==> src/hw/rtl/ntmk_pkg.sv <==
package ntmk_pkg;

  // chord storage
  localparam int MAX_CHORD_NOTES = 8;
  localparam int CNT_W  = $clog2(MAX_CHORD_NOTES + 2);  // count saturates at MAX+1
  localparam int NUM_W  = $clog2(MAX_CHORD_NOTES + 1);  // keys handed to the back end
  localparam int KIDX_W = (MAX_CHORD_NOTES > 1) ? $clog2(MAX_CHORD_NOTES) : 1;

  localparam int KEY_W = 7;
  localparam int DUR_W = 11;
  localparam int DEN_W = 12;
  localparam int OCT_W = 4;

  localparam logic [DEN_W-1:0] DEN_SAT = {DEN_W{1'b1}};
  localparam logic [OCT_W-1:0] DEFAULT_OCTAVE_RST = 4'd4;
  localparam logic [KEY_W:0]   KEY_MAX = 8'd127;

  // durations, 480 ticks per quarter
  localparam int TICKS_PER_QUARTER = 480;
  localparam int WHOLE_TICKS       = 4 * TICKS_PER_QUARTER;
  localparam int DIV_W             = 13;  // holds 2*whole + den and 2*den
  localparam logic [DIV_W-1:0] DIV_BIAS = DIV_W'(2 * WHOLE_TICKS);
  localparam logic [DUR_W-1:0] DUR_PLAIN = DUR_W'(TICKS_PER_QUARTER);

  localparam int QDEPTH = 2;

  typedef enum logic [1:0] {
    ST_NOTE = 2'd0,
    ST_REST = 2'd1,
    ST_BAD  = 2'd2,
    ST_OVF  = 2'd3
  } status_t;

  // one closed token, front to back
  typedef struct packed {
    status_t                                status;
    logic [NUM_W-1:0]                       num;
    logic [MAX_CHORD_NOTES-1:0][KEY_W-1:0]  keys;
    logic                                   has_den;
    logic [DEN_W-1:0]                       den;
  } tok_sum_t;

  // letters A..G
  function automatic logic [3:0] semitone_of(input logic [2:0] idx);
    logic [3:0] s;
    case (idx)
      3'd0: s = 4'd9;
      3'd1: s = 4'd11;
      3'd2: s = 4'd0;
      3'd3: s = 4'd2;
      3'd4: s = 4'd4;
      3'd5: s = 4'd5;
      3'd6: s = 4'd7;
      default: s = 4'd0;
    endcase
    return s;
  endfunction

endpackage

==> src/hw/rtl/note_token_to_midi_keys.sv <==
// channel | dir | handshake          | payload
// in_     | in  | in_tvalid/tready   | tdata[7:0] text_byte, tlast end_of_token
// out_    | out | out_tvalid/tready  | tdata[6:0] midi_key, [17:7] duration_ticks,
//         |     |                    | tuser[1:0] status, tlast last_in_run
// cfg_    | in  | cfg_valid/ready    | cfg_data[3:0] default_octave
//
// Input: one character item per cycle while in_tready is high; the token closes
// with its last one. Back end per token: pop, then the bit-serial duration divide
// when a denominator is present, then the result items in order.
// Reset (rst_n low, synchronous) clears parser, queue and output; default_octave
// returns to 4. in_tready drops only while the two-entry token queue is full;
// a stalled output holds its item and holds the back end in its emit state.
module note_token_to_midi_keys (
  input  logic        clk,
  input  logic        rst_n,
  // character items
  input  logic        in_tvalid,
  output logic        in_tready,
  input  logic [7:0]  in_tdata,   // [7:0] text_byte
  input  logic        in_tlast,   // end_of_token
  // result items
  output logic        out_tvalid,
  input  logic        out_tready,
  output logic [23:0] out_tdata,  // [6:0] midi_key, [17:7] duration_ticks, [23:18] zero
  output logic [1:0]  out_tuser,  // [1:0] status
  output logic        out_tlast,  // last_in_run
  // default octave register
  input  logic        cfg_valid,
  output logic        cfg_ready,
  input  logic [3:0]  cfg_data    // [3:0] default_octave
);
  import ntmk_pkg::*;

  tok_sum_t push_data;
  tok_sum_t pop_data;
  logic     push;
  logic     full;
  logic     pop;
  logic     empty;

  // front: character parser, chord key store, token summary
  ntmk_front u_front (
    .clk       (clk),
    .rst_n     (rst_n),
    .in_tvalid (in_tvalid),
    .in_tready (in_tready),
    .in_tdata  (in_tdata),
    .in_tlast  (in_tlast),
    .cfg_valid (cfg_valid),
    .cfg_ready (cfg_ready),
    .cfg_data  (cfg_data),
    .push      (push),
    .push_data (push_data),
    .full      (full)
  );

  // closed tokens waiting for the back end
  ntmk_fifo u_fifo (
    .clk       (clk),
    .rst_n     (rst_n),
    .push      (push),
    .push_data (push_data),
    .full      (full),
    .pop       (pop),
    .pop_data  (pop_data),
    .empty     (empty)
  );

  // back: duration divide and result sequencing
  ntmk_back u_back (
    .clk        (clk),
    .rst_n      (rst_n),
    .empty      (empty),
    .pop_data   (pop_data),
    .pop        (pop),
    .out_tvalid (out_tvalid),
    .out_tready (out_tready),
    .out_tdata  (out_tdata),
    .out_tuser  (out_tuser),
    .out_tlast  (out_tlast)
  );

endmodule

==> src/hw/rtl/ntmk_front.sv <==
module ntmk_front (
  input  logic                    clk,
  input  logic                    rst_n,
  input  logic                    in_tvalid,
  output logic                    in_tready,
  input  logic [7:0]              in_tdata,   // [7:0] text_byte
  input  logic                    in_tlast,   // end_of_token
  input  logic                    cfg_valid,
  output logic                    cfg_ready,
  input  logic [3:0]              cfg_data,   // default_octave
  output logic                    push,
  output ntmk_pkg::tok_sum_t      push_data,
  input  logic                    full
);
  import ntmk_pkg::*;

  localparam logic [7:0] CH_PLUS  = "+";
  localparam logic [7:0] CH_MINUS = "-";
  localparam logic [7:0] CH_SLASH = "/";
  localparam logic [7:0] CH_REST  = "r";
  localparam logic [7:0] CH_SHARP = "#";
  localparam logic [7:0] CH_FLAT  = "b";
  localparam logic [7:0] CH_0     = "0";
  localparam logic [7:0] CH_9     = "9";
  localparam logic [7:0] CH_A     = "A";
  localparam logic [7:0] CH_G     = "G";

  typedef enum logic [4:0] {
    PH_FIRST  = 5'b00001,
    PH_SHARPS = 5'b00010,
    PH_FLATS  = 5'b00100,
    PH_OCTAVE = 5'b01000,
    PH_REST   = 5'b10000
  } phase_t;

  typedef struct packed {
    phase_t           phase;
    logic [2:0]       len;
    logic [3:0]       semi;
    logic [1:0]       sharps;
    logic [1:0]       flats;
    logic [OCT_W-1:0] oct;
    logic             rest_part;
    logic             saw_rest;
    logic             bad;
    logic             ovf;
    logic             in_den;
    logic [DEN_W-1:0] den_val;
    logic             den_dig;
    logic             den_neg;
    logic [CNT_W-1:0] count;
  } tok_t;

  typedef struct packed {
    tok_t              t;
    logic              wr;
    logic [KIDX_W-1:0] idx;
    logic [KEY_W-1:0]  key;
  } close_t;

  function automatic tok_t clear_part(input tok_t t);
    tok_t r;
    r = t;
    r.phase     = PH_FIRST;
    r.len       = '0;
    r.semi      = '0;
    r.sharps    = '0;
    r.flats     = '0;
    r.oct       = '0;
    r.rest_part = 1'b0;
    return r;
  endfunction

  function automatic tok_t clear_token();
    tok_t r;
    r = '0;
    r = clear_part(r);
    return r;
  endfunction

  function automatic close_t close_part(input tok_t t, input logic [OCT_W-1:0] dflt);
    close_t           r;
    logic [OCT_W-1:0] o;
    logic [8:0]       key;
    r.t   = t;
    r.wr  = 1'b0;
    r.idx = t.count[KIDX_W-1:0];
    r.key = '0;
    o   = (t.phase == PH_OCTAVE) ? t.oct : dflt;
    // 12*(o+1) + semitone + sharps - flats; never below 9
    key = 9'({o, 3'b000}) + 9'({o, 2'b00}) + 9'd12 + 9'(t.semi)
        + 9'(t.sharps) - 9'(t.flats);
    if (t.phase == PH_FIRST) begin
      r.t.bad = 1'b1;
    end else if (t.rest_part) begin
      r.t = clear_part(t);
      r.t.saw_rest = 1'b1;
    end else if (key > 9'(KEY_MAX)) begin
      r.t.bad = 1'b1;
    end else begin
      if (t.count < CNT_W'(MAX_CHORD_NOTES)) begin
        r.wr  = 1'b1;
        r.key = key[KEY_W-1:0];
      end else begin
        r.t.ovf = 1'b1;
      end
      r.t = clear_part(r.t);
      if (t.count <= CNT_W'(MAX_CHORD_NOTES)) begin
        r.t.count = t.count + CNT_W'(1);
      end
    end
    return r;
  endfunction

  tok_t                                  tok_r, tok_nxt;
  logic [OCT_W-1:0]                      dflt_r, dflt_nxt;
  logic [MAX_CHORD_NOTES-1:0][KEY_W-1:0] keys_r, keys_nxt;

  tok_t              t;
  close_t            cr;
  logic              accept;
  logic              wr;
  logic [KIDX_W-1:0] widx;
  logic [KEY_W-1:0]  wkey;
  logic [15:0]       prod;
  logic              den_bad;
  logic [7:0]        c;

  assign in_tready = !full;
  assign cfg_ready = 1'b1;
  assign accept    = in_tvalid && in_tready;
  assign c         = in_tdata;

  always_comb begin
    t    = tok_r;
    cr   = '0;
    wr   = 1'b0;
    widx = '0;
    wkey = '0;
    prod = '0;
    den_bad = 1'b0;

    if (!t.bad) begin
      if (t.in_den) begin
        if ((c == CH_PLUS || c == CH_MINUS) && t.len == 3'd0) begin
          t.den_neg = (c == CH_MINUS);
        end else if (c >= CH_0 && c <= CH_9) begin
          prod = 16'({t.den_val, 3'b000}) + 16'({t.den_val, 1'b0}) + 16'(c[3:0]);
          t.den_val = (prod > 16'(DEN_SAT)) ? DEN_SAT : prod[DEN_W-1:0];
          t.den_dig = 1'b1;
        end else begin
          t.bad = 1'b1;
        end
        t.len = 3'd1;
      end else if (c == CH_PLUS || c == CH_SLASH) begin
        cr = close_part(t, dflt_r);
        t  = cr.t;
        if (cr.wr) begin
          wr = 1'b1; widx = cr.idx; wkey = cr.key;
        end
        if (c == CH_SLASH) begin
          t.in_den = 1'b1;
          t.len    = 3'd0;
        end
      end else if (t.len >= 3'd4) begin
        t.bad = 1'b1;
      end else begin
        t.len = t.len + 3'd1;
        case (t.phase)
          PH_FIRST: begin
            if (c == CH_REST || c == CH_MINUS) begin
              t.rest_part = 1'b1;
              t.phase     = PH_REST;
            end else if (c >= CH_A && c <= CH_G) begin
              t.semi  = semitone_of(3'(c - CH_A));
              t.phase = PH_SHARPS;
            end else begin
              t.bad = 1'b1;
            end
          end
          PH_SHARPS, PH_FLATS: begin
            if (c == CH_SHARP && t.phase == PH_SHARPS) begin
              t.sharps = t.sharps + 2'd1;
            end else if (c == CH_FLAT) begin
              t.flats = t.flats + 2'd1;
              t.phase = PH_FLATS;
            end else if (c >= CH_0 && c <= CH_9) begin
              t.oct   = c[3:0];
              t.phase = PH_OCTAVE;
            end else begin
              t.bad = 1'b1;
            end
          end
          default: t.bad = 1'b1;
        endcase
      end
    end

    // token close; a '+' just before it leaves an empty part, so at most one key write
    if (in_tlast && !t.bad && !t.in_den) begin
      cr = close_part(t, dflt_r);
      t  = cr.t;
      if (cr.wr) begin
        wr = 1'b1; widx = cr.idx; wkey = cr.key;
      end
    end

    keys_nxt = keys_r;
    if (wr) keys_nxt[widx] = wkey;

    den_bad = !t.bad && t.in_den && (!t.den_dig || t.den_neg || t.den_val == '0);

    push_data.keys    = keys_nxt;
    push_data.num     = NUM_W'(t.count);
    push_data.has_den = t.in_den;
    push_data.den     = t.den_val;
    if (t.bad || den_bad)        push_data.status = ST_BAD;
    else if (t.ovf)              push_data.status = ST_OVF;
    else if (t.count != '0)      push_data.status = ST_NOTE;
    else                         push_data.status = ST_REST;

    tok_nxt = tok_r;
    if (accept) tok_nxt = in_tlast ? clear_token() : t;

    dflt_nxt = (cfg_valid && cfg_ready) ? cfg_data : dflt_r;
  end

  assign push = accept && in_tlast;

  always_ff @(posedge clk) begin
    if (!rst_n) begin
      tok_r  <= clear_token();
      dflt_r <= DEFAULT_OCTAVE_RST;
    end else begin
      tok_r  <= tok_nxt;
      dflt_r <= dflt_nxt;
    end
  end

  always_ff @(posedge clk) begin
    if (accept) keys_r <= keys_nxt;
  end

endmodule

==> src/hw/rtl/ntmk_fifo.sv <==
module ntmk_fifo (
  input  logic                clk,
  input  logic                rst_n,
  input  logic                push,
  input  ntmk_pkg::tok_sum_t  push_data,
  output logic                full,
  input  logic                pop,
  output ntmk_pkg::tok_sum_t  pop_data,
  output logic                empty
);
  import ntmk_pkg::*;

  localparam int PTR_W = (QDEPTH > 1) ? $clog2(QDEPTH) : 1;
  localparam int FCNT_W = $clog2(QDEPTH + 1);

  tok_sum_t            mem [QDEPTH];
  logic [PTR_W-1:0]    wr_ptr_r, wr_ptr_nxt;
  logic [PTR_W-1:0]    rd_ptr_r, rd_ptr_nxt;
  logic [FCNT_W-1:0]   cnt_r, cnt_nxt;
  logic                do_push, do_pop;

  assign full     = (cnt_r == FCNT_W'(QDEPTH));
  assign empty    = (cnt_r == '0);
  assign do_push  = push && !full;
  assign do_pop   = pop && !empty;
  assign pop_data = mem[rd_ptr_r];

  always_comb begin
    wr_ptr_nxt = wr_ptr_r;
    rd_ptr_nxt = rd_ptr_r;
    cnt_nxt    = cnt_r;
    if (do_push) begin
      wr_ptr_nxt = (wr_ptr_r == PTR_W'(QDEPTH - 1)) ? '0 : wr_ptr_r + PTR_W'(1);
    end
    if (do_pop) begin
      rd_ptr_nxt = (rd_ptr_r == PTR_W'(QDEPTH - 1)) ? '0 : rd_ptr_r + PTR_W'(1);
    end
    if (do_push && !do_pop)      cnt_nxt = cnt_r + FCNT_W'(1);
    else if (!do_push && do_pop) cnt_nxt = cnt_r - FCNT_W'(1);
  end

  always_ff @(posedge clk) begin
    if (!rst_n) begin
      wr_ptr_r <= '0;
      rd_ptr_r <= '0;
      cnt_r    <= '0;
    end else begin
      wr_ptr_r <= wr_ptr_nxt;
      rd_ptr_r <= rd_ptr_nxt;
      cnt_r    <= cnt_nxt;
    end
  end

  always_ff @(posedge clk) begin
    if (do_push) mem[wr_ptr_r] <= push_data;
  end

endmodule

==> src/hw/rtl/ntmk_back.sv <==
module ntmk_back (
  input  logic                clk,
  input  logic                rst_n,
  input  logic                empty,
  input  ntmk_pkg::tok_sum_t  pop_data,
  output logic                pop,
  output logic                out_tvalid,
  input  logic                out_tready,
  output logic [23:0]         out_tdata,  // [6:0] midi_key, [17:7] duration_ticks, rest 0
  output logic [1:0]          out_tuser,  // [1:0] status
  output logic                out_tlast   // last_in_run
);
  import ntmk_pkg::*;

  typedef enum logic [2:0] {
    BK_IDLE = 3'b001,
    BK_DIV  = 3'b010,
    BK_EMIT = 3'b100
  } bk_state_t;

  localparam int STEP_W = $clog2(DIV_W + 1);

  bk_state_t          st_r, st_nxt;
  tok_sum_t           ent_r, ent_nxt;
  logic [DIV_W-1:0]   num_r, num_nxt;
  logic [DIV_W-1:0]   dvs_r, dvs_nxt;
  logic [DIV_W-1:0]   rem_r, rem_nxt;
  logic [DIV_W-1:0]   quo_r, quo_nxt;
  logic [STEP_W-1:0]  step_r, step_nxt;
  logic [DUR_W-1:0]   dur_r, dur_nxt;
  logic [KIDX_W-1:0]  idx_r, idx_nxt;
  logic               ov_r, ov_nxt;
  logic [1:0]         ou_r, ou_nxt;
  logic [KEY_W-1:0]   ok_r, ok_nxt;
  logic [DUR_W-1:0]   od_r, od_nxt;
  logic               ol_r, ol_nxt;

  logic [DIV_W:0]     rem_sh;
  logic               qbit;
  logic [DIV_W-1:0]   qfin;
  logic               load;
  logic               lastk;

  always_comb begin
    st_nxt   = st_r;
    ent_nxt  = ent_r;
    num_nxt  = num_r;
    dvs_nxt  = dvs_r;
    rem_nxt  = rem_r;
    quo_nxt  = quo_r;
    step_nxt = step_r;
    dur_nxt  = dur_r;
    idx_nxt  = idx_r;
    ou_nxt   = ou_r;
    ok_nxt   = ok_r;
    od_nxt   = od_r;
    ol_nxt   = ol_r;
    pop      = 1'b0;
    load     = 1'b0;
    lastk    = 1'b0;

    rem_sh = {rem_r, num_r[DIV_W-1]};
    qbit   = (rem_sh >= {1'b0, dvs_r});
    qfin   = {quo_r[DIV_W-2:0], qbit};

    case (st_r)
      BK_IDLE: begin
        if (!empty) begin
          pop     = 1'b1;
          ent_nxt = pop_data;
          idx_nxt = '0;
          if (pop_data.status == ST_BAD || pop_data.status == ST_OVF) begin
            dur_nxt = '0;
            st_nxt  = BK_EMIT;
          end else if (pop_data.has_den) begin
            // (2*whole + d) / (2*d): rounds whole/d half up
            num_nxt  = DIV_BIAS + DIV_W'(pop_data.den);
            dvs_nxt  = DIV_W'({pop_data.den, 1'b0});
            rem_nxt  = '0;
            quo_nxt  = '0;
            step_nxt = STEP_W'(DIV_W);
            st_nxt   = BK_DIV;
          end else begin
            dur_nxt = DUR_PLAIN;
            st_nxt  = BK_EMIT;
          end
        end
      end
      BK_DIV: begin
        rem_nxt  = qbit ? DIV_W'(rem_sh - {1'b0, dvs_r}) : rem_sh[DIV_W-1:0];
        quo_nxt  = qfin;
        num_nxt  = {num_r[DIV_W-2:0], 1'b0};
        step_nxt = step_r - STEP_W'(1);
        if (step_r == STEP_W'(1)) begin
          dur_nxt = (qfin == '0) ? DUR_W'(1) : qfin[DUR_W-1:0];
          st_nxt  = BK_EMIT;
        end
      end
      BK_EMIT: begin
        if (!ov_r || out_tready) begin
          load   = 1'b1;
          lastk  = (ent_r.status != ST_NOTE) || (NUM_W'(idx_r) + NUM_W'(1) == ent_r.num);
          ou_nxt = ent_r.status;
          ok_nxt = (ent_r.status == ST_NOTE) ? ent_r.keys[idx_r] : '0;
          od_nxt = dur_r;
          ol_nxt = lastk;
          if (lastk) st_nxt = BK_IDLE;
          else       idx_nxt = idx_r + KIDX_W'(1);
        end
      end
      default: st_nxt = BK_IDLE;
    endcase

    ov_nxt = load ? 1'b1 : (out_tready ? 1'b0 : ov_r);
  end

  assign out_tvalid = ov_r;
  assign out_tuser  = ou_r;
  assign out_tlast  = ol_r;
  assign out_tdata  = {6'b0, od_r, ok_r};

  always_ff @(posedge clk) begin
    if (!rst_n) begin
      st_r <= BK_IDLE;
      ov_r <= 1'b0;
    end else begin
      st_r <= st_nxt;
      ov_r <= ov_nxt;
    end
  end

  always_ff @(posedge clk) begin
    ent_r  <= ent_nxt;
    num_r  <= num_nxt;
    dvs_r  <= dvs_nxt;
    rem_r  <= rem_nxt;
    quo_r  <= quo_nxt;
    step_r <= step_nxt;
    dur_r  <= dur_nxt;
    idx_r  <= idx_nxt;
    ou_r   <= ou_nxt;
    ok_r   <= ok_nxt;
    od_r   <= od_nxt;
    ol_r   <= ol_nxt;
  end

endmodule

==> config.mk <==
export PLATFORM = sky130hd
export DESIGN_NAME = note_token_to_midi_keys
export DESIGN_NICKNAME = d
export VERILOG_FILES = /design/src/hw/rtl/ntmk_pkg.sv /design/src/hw/rtl/note_token_to_midi_keys.sv /design/src/hw/rtl/ntmk_front.sv /design/src/hw/rtl/ntmk_fifo.sv /design/src/hw/rtl/ntmk_back.sv
export SDC_FILE = /design/constraint.sdc
export NUM_CORES = 1
export LEC_CHECK = 0
export BUFFER_PORTS_ARGS = -buffer_cell sky130_fd_sc_hd__buf_4
export CORE_ASPECT_RATIO = 0.5
export CORE_MARGIN = 2
export CORE_UTILIZATION = 40
export DETAILED_ROUTE_END_ITERATION = 6
export MAX_ROUTING_LAYER = met4
export PLACE_DENSITY = 0.56
export SYNTH_ARGS = -nofsm -noshare
export SYNTH_HDL_FRONTEND = slang
export SYNTH_SLANG_ARGS = --single-unit
==> constraint.sdc <==
create_clock -name clk -period 9.9 [get_ports clk]
set_input_delay 0.495 -clock clk [delete_from_list [all_inputs] [get_ports clk]]
set_output_delay 0.495 -clock clk [all_outputs]
set_load 0.01 [all_outputs]
# After elaboration in Yosys (flattened, before gate mapping)
# Memories as Yosys holds them, arrays and structs flattened. A register that Yosys moved wholly into a read port is not among the register bits.
# Index checks and enable logic that the tools add are counted.
# word_totals
reg_bits	262
ramBits	150
inputBits	18
output_inout_bits	30
elab_cells	342
memories	1
# mem_list
memory	words	width	rd	rd_ports_with_merged_regs	write_ports	line	text
u_fifo.mem	2	75	1	1	1	ntmk_fifo.sv:16	tok_sum_t mem [QDEPTH];
# op_classes
add_sub_neg	27
order_cmp	16
n_eq_ne	33
mux	160
bitwise	2
n_reduce_logical	53
# ops
operator	count
21-bit 2-to-1 mux	15
43-bit 2-to-1 mux	5
13-bit 2-to-1 mux	9
7-bit 2-to-1 mux	16
22-bit 2-to-1 mux	4
56-bit bitwise mux	1
56-bit 2-to-1 mux	1
11-bit 2-to-1 mux	5
4-bit 2-to-1 mux	13
13-bit case mux with 2 select lines	2
3-bit 2-to-1 mux	17
1-bit 2-to-1 mux	43
8-bit by 6-bit equality test with 1-bit output, second input constant	4
5-bit 2-to-1 mux	6
14-bit 2-to-1 mux	2
12-bit case mux with 2 select lines	1
4-bit case mux with 6 select lines	1
11-bit case mux with 2 select lines	1
7-bit binary-select mux with 3-bit select	1
7-bit demux with 3-bit select	1
20-bit 2-to-1 mux	1
4-bit AND reduction	5
9-bit by 2-bit adder with 9-bit output	2
9-bit by 4-bit adder with 9-bit output	2
other kinds (62)	133

# Logic depth before layout (Yosys ltp)
# depth
ltp_word	43
ltp_mapped	40
mapped_depth_nobuf	36

# Hierarchy
# Synthesis repeated with hierarchy kept, for this count alone.
# hier_totals
hier_cells	1506
hier_area_um2	19966.6
# by_module_without_submodules
mod	n_inst	cells_per_inst	area_per_inst_um2
ntmk_front	1	811	7711.1
ntmk_back	1	437	6598.8
ntmk_fifo	1	258	5656.7

# Least setup slack after synthesis
# OpenSTA, ideal clock, no wires.
# synth_timing
kind	reg-to-reg
from	register u_front.tok_r[40] in the netlist's numbering
to	memory u_fifo.mem[0][23] in the netlist's numbering (data pin)
setup_ns	0.265
arrival_ns	8.767
required_time_ns	9.635
setup_slack_ns	0.868
stages_incl_launch_ff	36
n_path_buf	2
period_less_slack_ns	9.032
cell_sequence	dfxtp_1 > clkbuf_1 > nor3_1 > nand3_1 > mux2i_1 > inv_1 > ha_1 > a21o_1 > a21oi_1 > xnor2_1 > ha_1 > inv_1 > ha_1 > or3_1 > o21ai_0 > a211oi_1 > o31ai_1 > a21oi_1 > nor2_1 > nand2_1 > a22o_1 > mux2_2 > ha_1 > a21o_1 > a21oi_1 > xor2_1 > ha_1 > ha_1 > or4_4 > and4b_1 > or4_4 > buf_6 > nor4_4 > a41oi_2 > a2111oi_4 > mux2_2
# synth_rtl
item	line	text
start, declared	ntmk_front.sv:115	tok_t tok_r, tok_nxt;
start signal, assigned	ntmk_front.sv:232	tok_r <= clear_token();
start signal, assigned	ntmk_front.sv:235	tok_r <= tok_nxt;
end, declared	ntmk_fifo.sv:16	

==> impl_metrics.yaml <==
drt:
  first_iter_violations: 970
  final_antenna_net_count: 0
  wl_per_cell_um: 19.5
  vias: 12200
  drt-vias-per-instance: 5.41
  drc: 0
  drt-pass1-iter-count: 7
  drt_wl_total_mm: 43.9
cts:
  clk_transition_reported_paths_ps: 60
  cts.sink_count: 412
  clk-insertion-delay-late_ps: 550
  clock_tree_buf_depth: 3
  ctsRootBufferMaster: "sky130_fd_sc_hd__clkbuf_16"
  htree_num_levels: 2
  cts_made_buffers: 38
  tritoncts: "yes"
floorplan:
  core-area_mm2: 0.0489
  fp-row-count: 57
  start_util_pct: 40.8
  boundaryPins: 48
  die_width_um: 320
  dieHeight_um: 162
  die_outline_area_mm2: 0.0517
placement:
  gpl_wtd_cong: 0.924
  place_hpwl_mm: 29.3
  dpl_worst_slack_ps: 160
  port_buffers: 40
logic_synthesis:
  synth_seq_area_share_pct: 59.3
  number_of_synthesized_register_bits: 412
  post_synthesis_async_set_or_reset_flop_share_pct: 0
  synth_cells: 1535
  yosysWarnings: 0
  number_of_enable_type_register_cells_in_the_synthesized_netlist: 357
  synth.avg_cell_area_um2: 13.0
  syn_std_cell_area_mm2: 0.0199
  yosys_most_used_dff: "sky130_fd_sc_hd__edfxtp_1"
  post_synth_num_cell_types: 82
min_path:
  hold_path_class: "input pin to flop"
  worst_hold_path.num_cells: 3
  worst_hold_startpoint: "cfg_data[2]"
  hold-path-endpoint: "u_front.dflt_r[2]"
cells_and_area:
  num-nets-final: 1692
  final_layout_size_suffix_gt1_share_pct: 18.8
  antenna-diode-count: 0
  final.fill_count: 4313
  area_growth_syn_to_layout_pct: 12.1
critical_path:
  worst-r2r-cell-count: 34
  worst_r2r_startpoint: "u_front.tok_r[39]"
  setup.worst_path.end_class: "flop"
  timing.critical_path.slowest_stage_cell: "sky130_fd_sc_hd__or4_4"
  worstReg2RegEnd: "u_fifo.mem[0][23]"
  worst-endpoint-required_ps: 10180
  worstPathMaxFanout: 7
  worst-endpoint-arrival_ps: 9540
  r2r_setup_slack_ps: 650
  max_stage_delay_ps: 580
  cp-start-kind: "flop"
  timing.critical_path.mode_cell: "sky130_fd_sc_hd__ha_1"
  worst-setup-path-type: "flop to flop"
sta:
  max_slew.worst_pin.slew_ps: 1120
  worst_slew_margin_rel_pct: 25.1
  period_needed_ps: 9250
  timing_max_transition_violations_final: 0
  setup_viol_count_final: 0
  final.period_utilization_pct: 93.5
  layout_setup_ws_ps: 648
  max_freq_mhz: 108
  totalNegativeSetupSlack_ps: 0
  finalClockSkew_ps: 16.0
  timing.final.hold_violations: 0
grt:
  grt_start_max_net_pins: 65
  globalRouteTotalUtil_pct: 17.6
  via_count_of_the_first_global_routing_pass: 12500
  grt.overflow.total: 0
  grt_antenna_before_repair: 0
  grt_pass1_wl_mm: 69.7
run_status:
  status: "completed"
pwr:
  power_density_mw_per_mm2: 197
  max-vdd-ir-drop_mv: 0.103
  total_leakage_power_nw: 7.65
flow_run:
  max-cap-violations: 0
[Yosys cell counts, types with 10 or more instances]
library cell,count,share of area [%]
sky130_fd_sc_hd__a21boi_0,10,0.38
sky130_fd_sc_hd__a21o_1,17,0.64
sky130_fd_sc_hd__a21oi_1,50,1.3
sky130_fd_sc_hd__a22oi_1,30,1.1
sky130_fd_sc_hd__a31oi_1,13,0.41
sky130_fd_sc_hd__and2_1,32,1.0
sky130_fd_sc_hd__clkbuf_1,49,0.92
sky130_fd_sc_hd__dfxtp_1,55,5.5
sky130_fd_sc_hd__edfxtp_1,357,54
sky130_fd_sc_hd__fa_1,10,1.0
sky130_fd_sc_hd__ha_1,83,5.2
sky130_fd_sc_hd__inv_1,89,1.7
sky130_fd_sc_hd__mux2_2,114,6.4
sky130_fd_sc_hd__mux2i_1,28,1.4
sky130_fd_sc_hd__mux4_2,14,1.6
sky130_fd_sc_hd__nand2_1,77,1.5
sky130_fd_sc_hd__nand2b_1,14,0.44
sky130_fd_sc_hd__nand3_1,10,0.25
sky130_fd_sc_hd__nor2_1,115,2.2
sky130_fd_sc_hd__nor2b_1,41,1.3
sky130_fd_sc_hd__nor3_1,28,0.70
sky130_fd_sc_hd__nor4_1,13,0.41
sky130_fd_sc_hd__o21ai_0,63,1.6
sky130_fd_sc_hd__o22a_1,10,0.44
sky130_fd_sc_hd__or3_1,12,0.38
sky130_fd_sc_hd__xnor2_1,32,1.4
sky130_fd_sc_hd__xor2_1,11,0.48
[layer usage]
layer,GRT usage [%],wire [um],vias to the layer above
li1,-,-,5791
met1,23.9,21000,6109
met2,28.2,20300,264
met3,2.59,1900,60
met4,4.05,728,0
met5,-,0,-
[timing repair]
action | CTS | global route
setup buffers | 0 | 3
hold buffers | 0 | 0
endpoints found under the setup margin | 0 | 175
resized for setup | 0 | 9
endpoints found under the hold margin | 0 | 0
[worst max-delay path, delay by kind of cell (launching register included)]
family / cells / cell delay (ps)
buffers and inverters: 3 / 430
adder cells (fa/ha/maj): 6 / 1720
multiplexers: 3 / 990
AND/OR/NAND/NOR: 9 / 2780
AO/OA/AOI/OAI: 10 / 2080
XOR/XNOR: 3 / 610
flip-flops: 1 / 390
[power breakdown]
| part | internal [mW] | switching [mW] |
|---|---|---|
| clock network | 0.886 | 0.649 |
| logic | 0.271 | 0.441 |
| registers | 2.10 | 0.0647 |
[cell usage in the layout (no fill, tap or decap), types with 8 or more instances in the layout]
cell type and instances:
sky130_fd_sc_hd__edfxtp_1 357, sky130_fd_sc_hd__mux2_2 114, sky130_fd_sc_hd__nor2_1 112, sky130_fd_sc_hd__inv_1 88, sky130_fd_sc_hd__ha_1 83, sky130_fd_sc_hd__nand2_1 77, sky130_fd_sc_hd__buf_4 64, sky130_fd_sc_hd__o21ai_0 61
sky130_fd_sc_hd__dfxtp_1 54, sky130_fd_sc_hd__a21oi_1 50, sky130_fd_sc_hd__nor2b_1 41, sky130_fd_sc_hd__clkbuf_16 39, sky130_fd_sc_hd__xnor2_1 32, sky130_fd_sc_hd__and2_1 32, sky130_fd_sc_hd__a22oi_1 30, sky130_fd_sc_hd__nor3_1 27
sky130_fd_sc_hd__mux2i_1 27, sky130_fd_sc_hd__a21o_1 17, sky130_fd_sc_hd__nand2b_1 14, sky130_fd_sc_hd__mux4_2 14, sky130_fd_sc_hd__nor4_1 13, sky130_fd_sc_hd__or3_1 12, sky130_fd_sc_hd__a31oi_1 12, sky130_fd_sc_hd__xor2_1 11
sky130_fd_sc_hd__a21boi_0 10, sky130_fd_sc_hd__o22a_1 10, sky130_fd_sc_hd__fa_1 10, sky130_fd_sc_hd__or2_2 9, sky130_fd_sc_hd__nand3_1 9, sky130_fd_sc_hd__nand4_1 9, sky130_fd_sc_hd__a22o_1 8, sky130_fd_sc_hd__clkbuf_1 8
[registers in the layout (all words and copies together), names as in the netlist, 3 cells and up, named ones only]
register,count
u_front.tok_r,42
u_back.dur_r,11
u_back.rem_r,13
u_back.quo_r,12
u_front.dflt_r,4
u_back.idx_r,3
u_back.num_r,13
u_back.dvs_r,12
u_front.keys_r,56
u_back.ent_r,62
u_back.ok_r,7
u_back.od_r,11
u_back.st_r,3
u_fifo.mem,150
u_back.step_r,4
[cell families (layout without fill, tap and decap cells)]
| group | Yosys count | in the layout | share of synthesized area (%) |
|---|---|---|---|
| multiplexers | 156 | 156 | 9.43 |
| AO/OA/AOI/OAI | 277 | 277 | 9.39 |
| other | 2 | 7 | 0.0377 |
| buffers and inverters | 154 | 223 | 3.10 |
| XOR/XNOR | 44 | 44 | 1.97 |
| adder cells (fa/ha/maj) | 93 | 93 | 6.22 |
| AND/OR/NAND/NOR | 397 | 397 | 10.5 |
| flip-flops | 412 | 412 | 59.3 |
[layout make-up]
class	count	area [um2]	share of cell area, %
sequential	412	11800	52.9
multi-input combinational	974	7580	34.0
clock buffer	54	1100	4.93
tap	649	812	3.63
timing repair buffer	64	480	2.15
inverter	91	342	1.53
clock inverter	14	194	0.868
[worst max-delay path by stage]
stage	from	endpoint	slack, ps	cells past startpoint
CTS	u_front.tok_r[40]	u_front.keys_r[12]	150	35
global placement	u_front.tok_r[40]	u_front.keys_r[12]	500	33
floorplan	u_front.tok_r[40]	u_fifo.mem[0][23]	870	35
detailed placement	u_front.tok_r[40]	u_fifo.mem[1][25]	160	35
global route	u_front.tok_r[39]	u_front.keys_r[49]	-60	34
finish	u_front.tok_r[39]	u_fifo.mem[0][23]	650	34
[per-stage QoR]
stage / power [mW] / instances / hold WS, ps / instance area [um2] / utilization [%]
final: 4.41 / 2258 / 172 / 22300 / 45.7
after global routing: 4.60 / 2258 / 180 / 22300 / 45.7
after CTS: 4.45 / 2255 / 149 / 22300 / 45.6
after detailed placement: 2.91 / 2187 / 406 / 21000 / 43.0
after global placement: 2.89 / 2187 / 408 / 21000 / 43.0
after floorplan: 2.68 / 1540 / 400 / 19900 / -
Note: power is estimated with default switching activity, not from simulation.
